**src/hdl/pstuq_pkg.sv**
```systemverilog
// Shared types, constants and helpers for the prefix-sum tree block.
// Used by pstuq_core and prefix_sum_tree_update_query; no dependencies.
package pstuq_pkg;

  localparam int IDX_W        = 10;
  localparam int NODE_W       = 64;
  localparam int DELTA_W      = 32;
  localparam int TREE_DEPTH   = 1 << IDX_W;
  localparam logic [IDX_W-1:0] MAX_ENTRIES = IDX_W'(1023);
  localparam logic [IDX_W-1:0] SIZE_RESET  = IDX_W'(1023);

  // request kinds carried on in_tuser
  localparam logic REQ_ADD   = 1'b0;
  localparam logic REQ_QUERY = 1'b1;

  typedef struct packed {
    logic              rd_en;
    logic [IDX_W-1:0]  rd_addr;
    logic              wr_en;
    logic [IDX_W-1:0]  wr_addr;
    logic [NODE_W-1:0] wr_data;
  } mem_req_t;

  typedef struct packed {
    logic              kind;
    logic [IDX_W-1:0]  position;
    logic [DELTA_W-1:0] delta;
    logic [IDX_W-1:0]  range_start;
    logic [IDX_W-1:0]  range_end;
  } req_t;

  // lowest set bit, one bit wider than an index so k + lowbit(k) can pass the top
  function automatic logic [IDX_W:0] low_bit(input logic [IDX_W:0] v);
    low_bit = v & (~v + (IDX_W+1)'(1));
  endfunction

endpackage

```
**src/hdl/pstuq_core.sv**
```systemverilog
// Tree walk sequencer: clearing pass, add walk (read-modify-write per node),
// two-walk range query with accumulator, and the result register.
// Depends on pstuq_pkg; drives the node RAM through a mem_req_t.
module pstuq_core
  import pstuq_pkg::*;
(
  input  logic              clk,
  input  logic              rst_n,
  input  logic [IDX_W-1:0]  size,
  input  logic              req_valid,
  output logic              req_ready,
  input  req_t              req,
  output mem_req_t          mem_req,
  input  logic [NODE_W-1:0] mem_rd_data,
  output logic              res_valid,
  input  logic              res_ready,
  output logic [NODE_W-1:0] res_total,
  output logic              res_bad
);

  typedef enum logic [2:0] {
    ST_CLEAR, ST_IDLE, ST_ADD_RD, ST_ADD_WR, ST_Q_HI, ST_Q_LO, ST_Q_FIN
  } state_t;

  state_t            state_r, state_nxt;
  logic [IDX_W:0]    k_r, k_nxt;
  logic [IDX_W-1:0]  lo_r, lo_nxt;
  logic [IDX_W-1:0]  clr_idx_r, clr_idx_nxt;
  logic [NODE_W-1:0] delta_r, delta_nxt;
  logic [NODE_W-1:0] acc_r, acc_nxt;
  logic              bad_r, bad_nxt;
  logic              rd_vld_r, rd_sub_r, rd_sub_nxt;
  logic              out_valid_r, out_valid_nxt;
  logic [NODE_W-1:0] out_total_r, out_total_nxt;
  logic              out_bad_r, out_bad_nxt;

  logic [IDX_W:0]    low, k_up, k_dn;
  logic              out_free;

  assign low      = low_bit(k_r);
  assign k_up     = k_r + low;
  assign k_dn     = k_r - low;
  assign out_free = !out_valid_r || res_ready;

  assign req_ready = (state_r == ST_IDLE);
  assign res_valid = out_valid_r;
  assign res_total = out_total_r;
  assign res_bad   = out_bad_r;

  always_comb begin
    state_nxt     = state_r;
    k_nxt         = k_r;
    lo_nxt        = lo_r;
    clr_idx_nxt   = clr_idx_r;
    delta_nxt     = delta_r;
    bad_nxt       = bad_r;
    rd_sub_nxt    = rd_sub_r;
    out_valid_nxt = out_valid_r && !res_ready;
    out_total_nxt = out_total_r;
    out_bad_nxt   = out_bad_r;
    mem_req       = '0;

    // read data lands in the cycle after issue
    if (rd_vld_r) begin
      acc_nxt = rd_sub_r ? (acc_r - mem_rd_data) : (acc_r + mem_rd_data);
    end else begin
      acc_nxt = acc_r;
    end

    unique case (state_r)
      ST_CLEAR: begin
        mem_req.wr_en   = 1'b1;
        mem_req.wr_addr = clr_idx_r;
        mem_req.wr_data = '0;
        clr_idx_nxt     = clr_idx_r + IDX_W'(1);
        if (clr_idx_r == {IDX_W{1'b1}}) begin
          state_nxt = ST_IDLE;
        end
      end
      ST_IDLE: begin
        if (req_valid) begin
          if (req.kind == REQ_ADD) begin
            if (req.position < size) begin
              k_nxt     = {1'b0, req.position} + (IDX_W+1)'(1);
              delta_nxt = {{(NODE_W-DELTA_W){req.delta[DELTA_W-1]}}, req.delta};
              state_nxt = ST_ADD_RD;
            end
          end else begin
            acc_nxt = '0;
            if (req.range_end >= size || req.range_start > req.range_end) begin
              bad_nxt   = 1'b1;
              state_nxt = ST_Q_FIN;
            end else begin
              bad_nxt   = 1'b0;
              k_nxt     = {1'b0, req.range_end} + (IDX_W+1)'(1);
              lo_nxt    = req.range_start;
              state_nxt = ST_Q_HI;
            end
          end
        end
      end
      ST_ADD_RD: begin
        mem_req.rd_en   = 1'b1;
        mem_req.rd_addr = k_r[IDX_W-1:0];
        state_nxt       = ST_ADD_WR;
      end
      ST_ADD_WR: begin
        // write node k, fetch the next one up in the same cycle
        mem_req.wr_en   = 1'b1;
        mem_req.wr_addr = k_r[IDX_W-1:0];
        mem_req.wr_data = mem_rd_data + delta_r;
        if (k_up <= {1'b0, size}) begin
          mem_req.rd_en   = 1'b1;
          mem_req.rd_addr = k_up[IDX_W-1:0];
          k_nxt           = k_up;
        end else begin
          state_nxt = ST_IDLE;
        end
      end
      ST_Q_HI: begin
        mem_req.rd_en   = 1'b1;
        mem_req.rd_addr = k_r[IDX_W-1:0];
        rd_sub_nxt      = 1'b0;
        k_nxt           = k_dn;
        if (k_dn == '0) begin
          k_nxt     = {1'b0, lo_r};
          state_nxt = ST_Q_LO;
        end
      end
      ST_Q_LO: begin
        if (k_r == '0) begin
          state_nxt = ST_Q_FIN;
        end else begin
          mem_req.rd_en   = 1'b1;
          mem_req.rd_addr = k_r[IDX_W-1:0];
          rd_sub_nxt      = 1'b1;
          k_nxt           = k_dn;
        end
      end
      ST_Q_FIN: begin
        if (!rd_vld_r && out_free) begin
          out_valid_nxt = 1'b1;
          out_total_nxt = acc_r;
          out_bad_nxt   = bad_r;
          state_nxt     = ST_IDLE;
        end
      end
      default: begin
        state_nxt = ST_IDLE;
      end
    endcase
  end

  always_ff @(posedge clk) begin
    if (!rst_n) begin
      state_r     <= ST_CLEAR;
      clr_idx_r   <= '0;
      rd_vld_r    <= 1'b0;
      out_valid_r <= 1'b0;
    end else begin
      state_r     <= state_nxt;
      clr_idx_r   <= clr_idx_nxt;
      rd_vld_r    <= mem_req.rd_en;
      out_valid_r <= out_valid_nxt;
    end
    k_r         <= k_nxt;
    lo_r        <= lo_nxt;
    delta_r     <= delta_nxt;
    acc_r       <= acc_nxt;
    bad_r       <= bad_nxt;
    rd_sub_r    <= rd_sub_nxt;
    out_total_r <= out_total_nxt;
    out_bad_r   <= out_bad_nxt;
  end

endmodule

```
**config.mk**
```make
export PLATFORM = sky130hd
export DESIGN_NAME = pstuq_core
export DESIGN_NICKNAME = d
export VERILOG_FILES = /design/src/hdl/pstuq_pkg.sv /design/src/hdl/pstuq_core.sv
export SDC_FILE = /design/constraint.sdc
export NUM_CORES = 1
export LEC_CHECK = 0
export BUFFER_PORTS_ARGS = -buffer_cell sky130_fd_sc_hd__buf_4
export CAP_MARGIN = 20
export CORE_ASPECT_RATIO = 2
export CORE_UTILIZATION = 50
export CTS_CLUSTER_DIAMETER = 60
export CTS_CLUSTER_SIZE = 40
export DETAILED_ROUTE_END_ITERATION = 12
export GPL_TIMING_DRIVEN = 0
export PLACE_DENSITY = 0.81
export SLEW_MARGIN = 10
export SYNTH_ARGS = -nofsm -noshare
export SYNTH_HDL_FRONTEND = slang
export SYNTH_SLANG_ARGS = --single-unit
```
**constraint.sdc**
```tcl
create_clock -name clk -period 22.3 [get_ports clk]
set_input_delay 2.23 -clock clk [delete_from_list [all_inputs] [get_ports clk]]
set_output_delay 2.23 -clock clk [all_outputs]
set_load 0.01 [all_outputs]
```
# Word-level counts from Yosys, hierarchy flattened

Index checks and enable logic that the tools add are counted.

Logic and storage cells: 98
Memory bits (writable): 0
Bits in read-only memories: 0
Register bits: 199
Memories: 0
Input port bits: 141
Output and inout port bits: 153
Latch bits: 0

Bitwise operators: 4
Order comparisons: 4
Multiplexer cells: 32
Multipliers: 0
Reduce and logical (&&, ||, !) cells: 20
Eq/ne operators: 17
Shift-type cells: 0
Divide/modulo/power cells: 0
$add $sub $neg: 9

Operators with widths:

| operator                | number |
|---|---|
| $mux W64                | 5 |
| $pmux W75 S2            | 1 |
| $add A64 B64 Y64        | 2 |
| $mux W11                | 9 |
| $sub A64 B64 Y64        | 1 |
| $pmux W11 S4            | 1 |
| $pmux W11 S3            | 1 |
| $mux W3                 | 8 |
| $add A10 B1 Y11 const B | 2 |
| $logic_not A11 Y1       | 2 |
| $pmux W3 S7             | 1 |
| $ne A2 B2 Y1 const B    | 8 |
| $add A11 B1 Y11 const B | 1 |
| $add A11 B11 Y11        | 1 |
| $and A11 B11 Y11        | 1 |
| $le A11 B10 Y1          | 1 |
| $not A11 Y11            | 1 |
| $sub A11 B11 Y11        | 1 |
| $add A10 B1 Y10 const B | 1 |
| $eq A10 B10 Y1 const B  | 1 |
| $ge A10 B10 Y1          | 1 |
| $gt A10 B10 Y1          | 1 |
| $lt A10 B10 Y1          | 1 |
| $eq A3 B3 Y1 const B    | 3 |
| other kinds (20)        | 31 |

# Depth between registers and ports, before layout

Gate-level depths: netlist of the first run.

Depth after elaboration: 7
Mapped depth: 25
Gate-level depth less buffers: 24

# Worst setup path before layout of the first run

No wires, ideal clock.

Path kind: in2reg
Start point: input port size[1]
End point: register delta_r[0], enable pin
Path buffers: 0
Library setup time: 0.595 ns
Arrival time: 8.473 ns
Path slack: 13.232 ns
Data required time: 21.705 ns
Cell stages on the path: 10
Path through: inv_1 -> ha_1 -> a21o_1 -> a21oi_1 -> nor2b_1 -> o21ai_0 -> a21oi_1 -> o211ai_1 -> nand2_1 -> a2111oi_0

Longest elaborated chain between the ends: 2

RTL lines:

| what                        | RTL line          | text |
|---|---|---|
| from (decl)                 | pstuq_core.sv:9   | `input logic [IDX_W-1:0] size,` |
| $lt A10 B10 Y1              | pstuq_core.sv:83  | `if (req.position < size) begin` |
| $reduce_and A4 Y1 (no line) | n/a               |  |
| to (signal assigned)        | pstuq_core.sv:168 | `delta_r <= delta_nxt;` |
| to (decl)                   | pstuq_core.sv:29  | `logic [NODE_W-1:0] delta_r, delta_nxt;` |

No other way between the ends.
A chain may end at the register's enable or synchronous reset.

==> impl_metrics.ini, run 1 <==
[clock_tree]
cts_inserted_buffers = 17
cts.clk_slew.worst_paths_ns = 0.08
clock_sinks = 199
post-cts-setup-buffers = 0
cts-root-buf = clkbuf_16
cts_hold_buf = 0
cts_tree = done
htreeDepth = 4
clock_latency_ns = 0.48
postCtsResizedCells = 0
cts.path.max_buffers = 2

[timing]
clock_skew_ns = 0.01396
tightestPinTransition_ns = 1.111
period_share = 0.3791
max_freq_mhz = 118.3
fin_setup_tns_ns = 0
rsz0062_at_grt = false
period_needed_ns = 8.454
setup_violations = 0
final_hold_viol_count = 0
slew_violations = 0
max_slew_margin = 0.2567

[synthesis]
synth_fa_ha_area_frac = 0.1232
synth_edf_count = 120
synthSimpleGateAreaFrac = 0.1905
synth_seq_area_share = 0.2957
async_reset_ff_frac = 0
synth_mux_area_frac = 0.03154
synth-xor-area-share = 0.09640
synth_warnings = 0
syn_area_per_cell_um2 = 8.410
netlist_area_mm2 = 0.01753
synth_flop_cell = edfxtp_1
synth_top_family_by_area = compound AO/OA/AOI/OAI gates
synth_compound_area_frac = 0.2238
synthesis.nets = 2395
ys_types = 95
ys_seq_elements = 199
synth_cells = 2085

[layout]
areaGrowthSynthToFinish_pct = 19.69
layout_common_cells = buf_4 (298), nor2_1 (234), a21oi_1 (194)
mostFrequentLayoutCell = buf_4
utilization = 0.6088
nets = 2714
drive_gt1_frac = 0.1560

[placement]
gp_congestion = 1.034
dp_hpwl_mm = 49.70
port-buffer-count = 292

[floorplan]
die_w_um = 134.4
num_rows = 96
dieArea_mm2 = 0.03587
num_io_pins = 294
core-area_mm2 = 0.03447
die_h_um = 266.8
start_util = 0.5086

[job]
max-cap-violations = 0

[setup_path]
crit_path_max_fanout = 5
arrival_ns = 6.22
worstSetupStartpointType = primary input
r2r_slack_ns = 17.28
critPathCaptureType = output port
critPathKind = in2out
worstPathRequired_ns = 20.07

[global_route]
overflow = 0
grt_max_degree = 35
grt_pass1_vias = 17770
track_usage = 0.3376
grt_pass1_wl_mm = 92.00
antenna_found_initial = 8

[power_and_ir_drop]
p_comb_frac = 0.262
switchingPower_uw = 323.2
power_per_cell_area_mw_per_mm2 = 47.04
clkPwrFrac = 0.325
leakage_nw = 9.012
pwr-share-seq = 0.413
power.share.switching = 0.3273
vdd_ir_drop_max_mv = 0.05684
p_int_uw = 664.0

[drt]
drc_errors = 0
post_drt_wl_per_cell_um = 21.01
ant_nets = 0
wl_mm = 60.21
vias = 17510
dr.pass1.iters = 5
vias_per_cell = 6.111
drtIter0Drc = 1147

[outcome]
status = finished clean

[worst_hold_path]
hp-class = reg2reg
metrics by stage:
step | std cells | hold slack, ns | setup WS (ns) | power [mW] | instance area, um^2
6_report | 2866 | 0.4611 | 13.85 | 0.9872 | 20990
5_1_grt | 2866 | 0.4675 | 13.54 | 1.026 | 20990
3_3_place_gp | 2818 | 0.4092 | 10.44 | 0.6620 | 20280
2_1_floorplan | 2085 | 0.4003 | 13.23 | 0.5876 | 17530
4_1_cts | 2858 | 0.4657 | 13.92 | 0.9840 | 20970
3_5_place_dp | 2826 | 0.4440 | 13.93 | 0.6682 | 20380
layer usage:
layer  vias to the layer above  share of wire  GRT usage
met5                         -              0          0
li1                       8281              -          -
met1                      8110           0.32     0.3036
met3                       319          0.061    0.06724
met2                       804           0.52     0.6194
met4                         0           0.10     0.3173
critical path: stages:
cell	delay, ns
buf_4	0.15
ha_1	0.20
inv_1	0.06
fa_1	0.38
nor2b_1	0.24
o2111ai_1	0.18
a211o_1	0.33
o211ai_1	0.41
nand3_1	0.23
a21boi_1	0.34
o21ai_1	0.21
o311ai_1	0.59
a41oi_1	0.24
xor2_1	0.19
nor2_1	0.10
buf_4	0.13
synth_stat cells, drive strengths merged (14+ instances only):
cell type  count  share of area
a211oi        17         0.0076
a21o          76          0.033
a21oi        195          0.056
a22o          20          0.010
a31oi         27          0.011
and2          22         0.0079
and3          20         0.0071
buf           22         0.0066
clkbuf        79          0.017
dfxtp         79          0.090
edfxtp       120           0.21
ha           167           0.12
inv           70          0.015
mux2i         53          0.030
nand2        159          0.034
nand2b        30          0.011
nand3         40          0.011
nand4         32          0.011
nor2         236          0.051
nor2b         29          0.010
nor3          43          0.013
nor4          14         0.0062
o211ai        21         0.0090
o21a          14         0.0060
o21ai        117          0.034
o21bai        25          0.011
or3           17         0.0061
xnor2        138          0.069
xor2          55          0.027
kinds of logic (layout without fill, tap and decap cells):
group / count (synthesis) / count (layout)
AOI/OAI and AO/OA: 606 / 606
xor gates and xnor gates: 193 / 193
adders and majority gates: 172 / 172
buffers and inverters: 172 / 504
DFF: 199 / 199
muxes: 55 / 55
other: 0 / 8
and+or+nand+nor: 688 / 688
sequential cells by signal, summed over array words and instances, names as in the netlist:
name / flops
lo_r: 10
bad_r: 1
res_valid: 1
delta_r: 32
k_r: 11
res_total: 64
rd_sub_r: 1
res_bad: 1
clr_idx_r: 10
rd_vld_r: 1
acc_r: 64
state_r: 3
path summary, 6_finish.rpt:
path,to,cells after the start,startpoint
hold / removal,res_bad$_DFFE_PP_,0,bad_r$_DFFE_PP_
setup reg to reg,acc_r[61]$_DFF_P_,17,rd_sub_r$_DFFE_PP_
setup / recovery,mem_req[62],16,mem_rd_data[0]
hold reg to reg,res_bad$_DFFE_PP_,0,bad_r$_DFFE_PP_
area by class of cell:
type	count	area [um^2]
Multi-Input combinational cell	1714	11690
Sequential cell	199	5185
Inverter	71	266.5
Buffer	101	412.9
Tap cell	441	551.8
Clock buffer	20	457.9
Timing Repair Buffer	300	2277
Clock inverter	12	127.6
Antenna cell	8	20.02
Fill cell	3027	13490
power by group through the flow:
stage               combinational [mW]  sequential [mW]  clock (mW)
finish                           0.258            0.408       0.321
global route                     0.283            0.409       0.334
CTS                              0.254            0.407       0.323
detailed placement               0.252            0.416           0
global placement                 0.246            0.416           0
floorplan                        0.176            0.412           0
Note: power is estimated with default switching activity, not from simulation.
==> inputs of run 2 (changes only) <==
Settings changed: ABC_AREA set to 1, PLACE_DENSITY 0.81 to 0.83.
Clock period 22.3 ns to 6.9 ns, I/O delays scaled along.
==> run 2 against run 1 <==
Effect of this change: die area increased by 18%; power increased to 8.1 times the previous value; register-to-register slack got worse by 16 ns; utilization decreased by 1.3 points; final cell count increased by 47%; area after synthesis increased by 19%; largest power group is now combinational logic; sequential power increased to 4.7 times the previous value; non-clock buffer count decreased by 61.
==> impl_metrics.ini, run 2 <==
[setup_path]
worstPathRequired_ns = 7.30
worstSetupStartpointType = primary input
slowest_delay_ns = 0.69
arrival_ns = 5.77
critPathKind = in2reg
crit_path_max_fanout = 5
worst-r2r-cell-count = 17
critPathCaptureType = register
cp_slowest_cell = nor2_1
critPathMostFrequentCell = nor2_1

[global_route]
overflow = 0
grt_max_degree = 29
grt_pass1_wl_mm = 147.3
track_usage = 0.4739
grt_pass1_vias = 25040
antenna_found_initial = 5

[floorplan]
core-area_mm2 = 0.04099
dieArea_mm2 = 0.04246
die_w_um = 146.2
num_rows = 105
num_io_pins = 294
die_h_um = 290.4
start_util = 0.5074

[synthesis]
synth_flop_cell = edfxtp_1
async_reset_ff_frac = 0
synth_warnings = 0
synth_cells = 3327
netlist_area_mm2 = 0.02080
synth_edf_count = 120
synth_area_leaders = edfxtp_1 (17%), nand2_1 (13%), inv_1 (10%), ha_1 (10%), nor2_1 (9.0%)
yosysMostFrequentCell = nand2_1
synth_common_cells = nand2_1 (698), inv_1 (575), nor2_1 (500)
ys_types = 54
synth_largest_area_cell = edfxtp_1
synthesis.nets = 3637
syn_area_per_cell_um2 = 6.251
ys_seq_elements = 199
synth_top_area_share = 0.1733
synth_seq_area_share = 0.2493

[timing]
rsz0062_at_grt = false
max_freq_mhz = 186.1
holdWs_ns = 0.3612
period_share = 0.7788
tightestPinTransition_ns = 1.205
clock_skew_ns = 0.01488
setup_violations = 0
final_hold_viol_count = 0
slew_violations = 0
period_needed_ns = 5.374
max_slew_margin = 0.1895

[clock_tree]
cts.clk_slew.worst_paths_ns = 0.09
cts.path.max_buffers = 2
cts-root-buf = clkbuf_16
cts_inserted_buffers = 17
clock_sinks = 199
cts_hold_buf = 0
clock_latency_ns = 0.50
htreeDepth = 4
cts_tree = done
post-cts-setup-buffers = 0
postCtsResizedCells = 0

[drt]
post_drt_wl_per_cell_um = 23.80
vias_per_cell = 5.897
dr.pass1.iters = 6
ant_nets = 0
wl_mm = 99.98
drc_errors = 0
drtIter0Drc = 1745
vias = 24770

[placement]
gp_congestion = 1.062
dp_hpwl_mm = 84.32
port-buffer-count = 292
place_inst = 4161

[power_and_ir_drop]
leakage_nw = 11.47
power_per_cell_area_mw_per_mm2 = 329.5
vdd_ir_drop_max_mv = 0.1781

[job]
max-cap-violations = 0

[layout]
drive_gt1_frac = 0.1112
ff_latch_area_mm2 = 0.005185
multi_input_area_mm2 = 0.01326
layout_common_cells = nand2_1 (698), inv_1 (575), nor2_1 (500)
instances_no_fill = 4201
fillers = 4320
nets = 3957
areaGrowthSynthToFinish_pct = 17.38
mostFrequentLayoutCell = nand2_1

[worst_hold_path]
hold_depth = 1
hp-class = in2reg

[outcome]
status = finished clean
run 2: changes by cell type after synthesis, sizes merged, moves of 29 or more:
cell	delta
a21o	-50
a21oi	+83
clkbuf	-50
inv	+518
mux2i	-53
nand2	+547
nand2b	-30
nand3	+152
nor2	+281
nor2b	-29
o21ai	+129
xnor2	-119
run 2: through the flow:
stage | setup slack (ns) | power [mW] | util | instance area [um^2] | TNS (ns)
floorplan | 1.938 | 4.897 | - | 20800 | 0
global placement | -0.2786 | 6.636 | 0.5772 | 23660 | -8.659
detailed placement | 1.416 | 6.694 | 0.5795 | 23760 | 0
CTS | 1.917 | 7.803 | 0.5948 | 24380 | 0
global route | 1.177 | 8.509 | 0.5955 | 24410 | 0
finish | 1.526 | 8.043 | 0.5955 | 24410 | 0
run 2: report_power, final:
part / switching [mW] / internal, mW
clock network: 0.595 / 0.527
registers: 0.300 / 1.60
logic: 3.50 / 1.52
run 2: critical path: cells and delay by family:
family	cells	cell delay, ns
AND/OR/NAND/NOR	13	3.02
AO/OA/AOI/OAI	3	0.66
adder cells (fa/ha/maj)	2	0.63
buffers and inverters	6	0.55
XOR/XNOR	1	0.24
run 2: final cells by class:
| type | count | area share |
|---|---|---|
| clock inverter | 15 | 0.008201 |
| inverter | 590 | 0.09072 |
| sequential | 199 | 0.2124 |
| clock buffer | 17 | 0.01743 |
| multi-input combinational | 2499 | 0.5434 |
| timing repair buffer | 301 | 0.09370 |
| tap | 535 | 0.02742 |
| antenna | 6 | 0.0006151 |
| buffer | 39 | 0.006151 |
run 2: path summary, 6_finish.rpt:
kind	from	to	slack [ns]
worst max-delay path	mem_rd_data[1]	acc_r[44]$_DFF_P_	1.53
worst min-delay path	req[36]	delta_r[16]$_DFFE_PP_	0.36
worst max register to register	rd_sub_r$_DFFE_PP_	acc_r[44]$_DFF_P_	1.58
worst min register to register	acc_r[57]$_DFF_P_	res_total[57]$_DFFE_PP_	0.47
run 2: kinds of logic after synthesis:
group / count (synthesis) / share of synthesized area
flip-flops: 199 / 0.2493
adder cells (fa/ha/maj): 169 / 0.1024
buffers and inverters: 629 / 0.1137
XOR/XNOR: 76 / 0.03201
AND/OR/NAND/NOR: 1566 / 0.3172
AO/OA/AOI/OAI: 688 / 0.1854
run 2: routing by layer:
| metal | routed length [um] | GRT usage | share of wire |
|---|---|---|---|
| met3 | 6597 | 0.1196 | 0.066 |
| met1 | 28460 | 0.3795 | 0.28 |
| met4 | 14700 | 0.5828 | 0.15 |
| met5 | 0 | 0 | 0 |
| met2 | 50210 | 0.8447 | 0.50 |
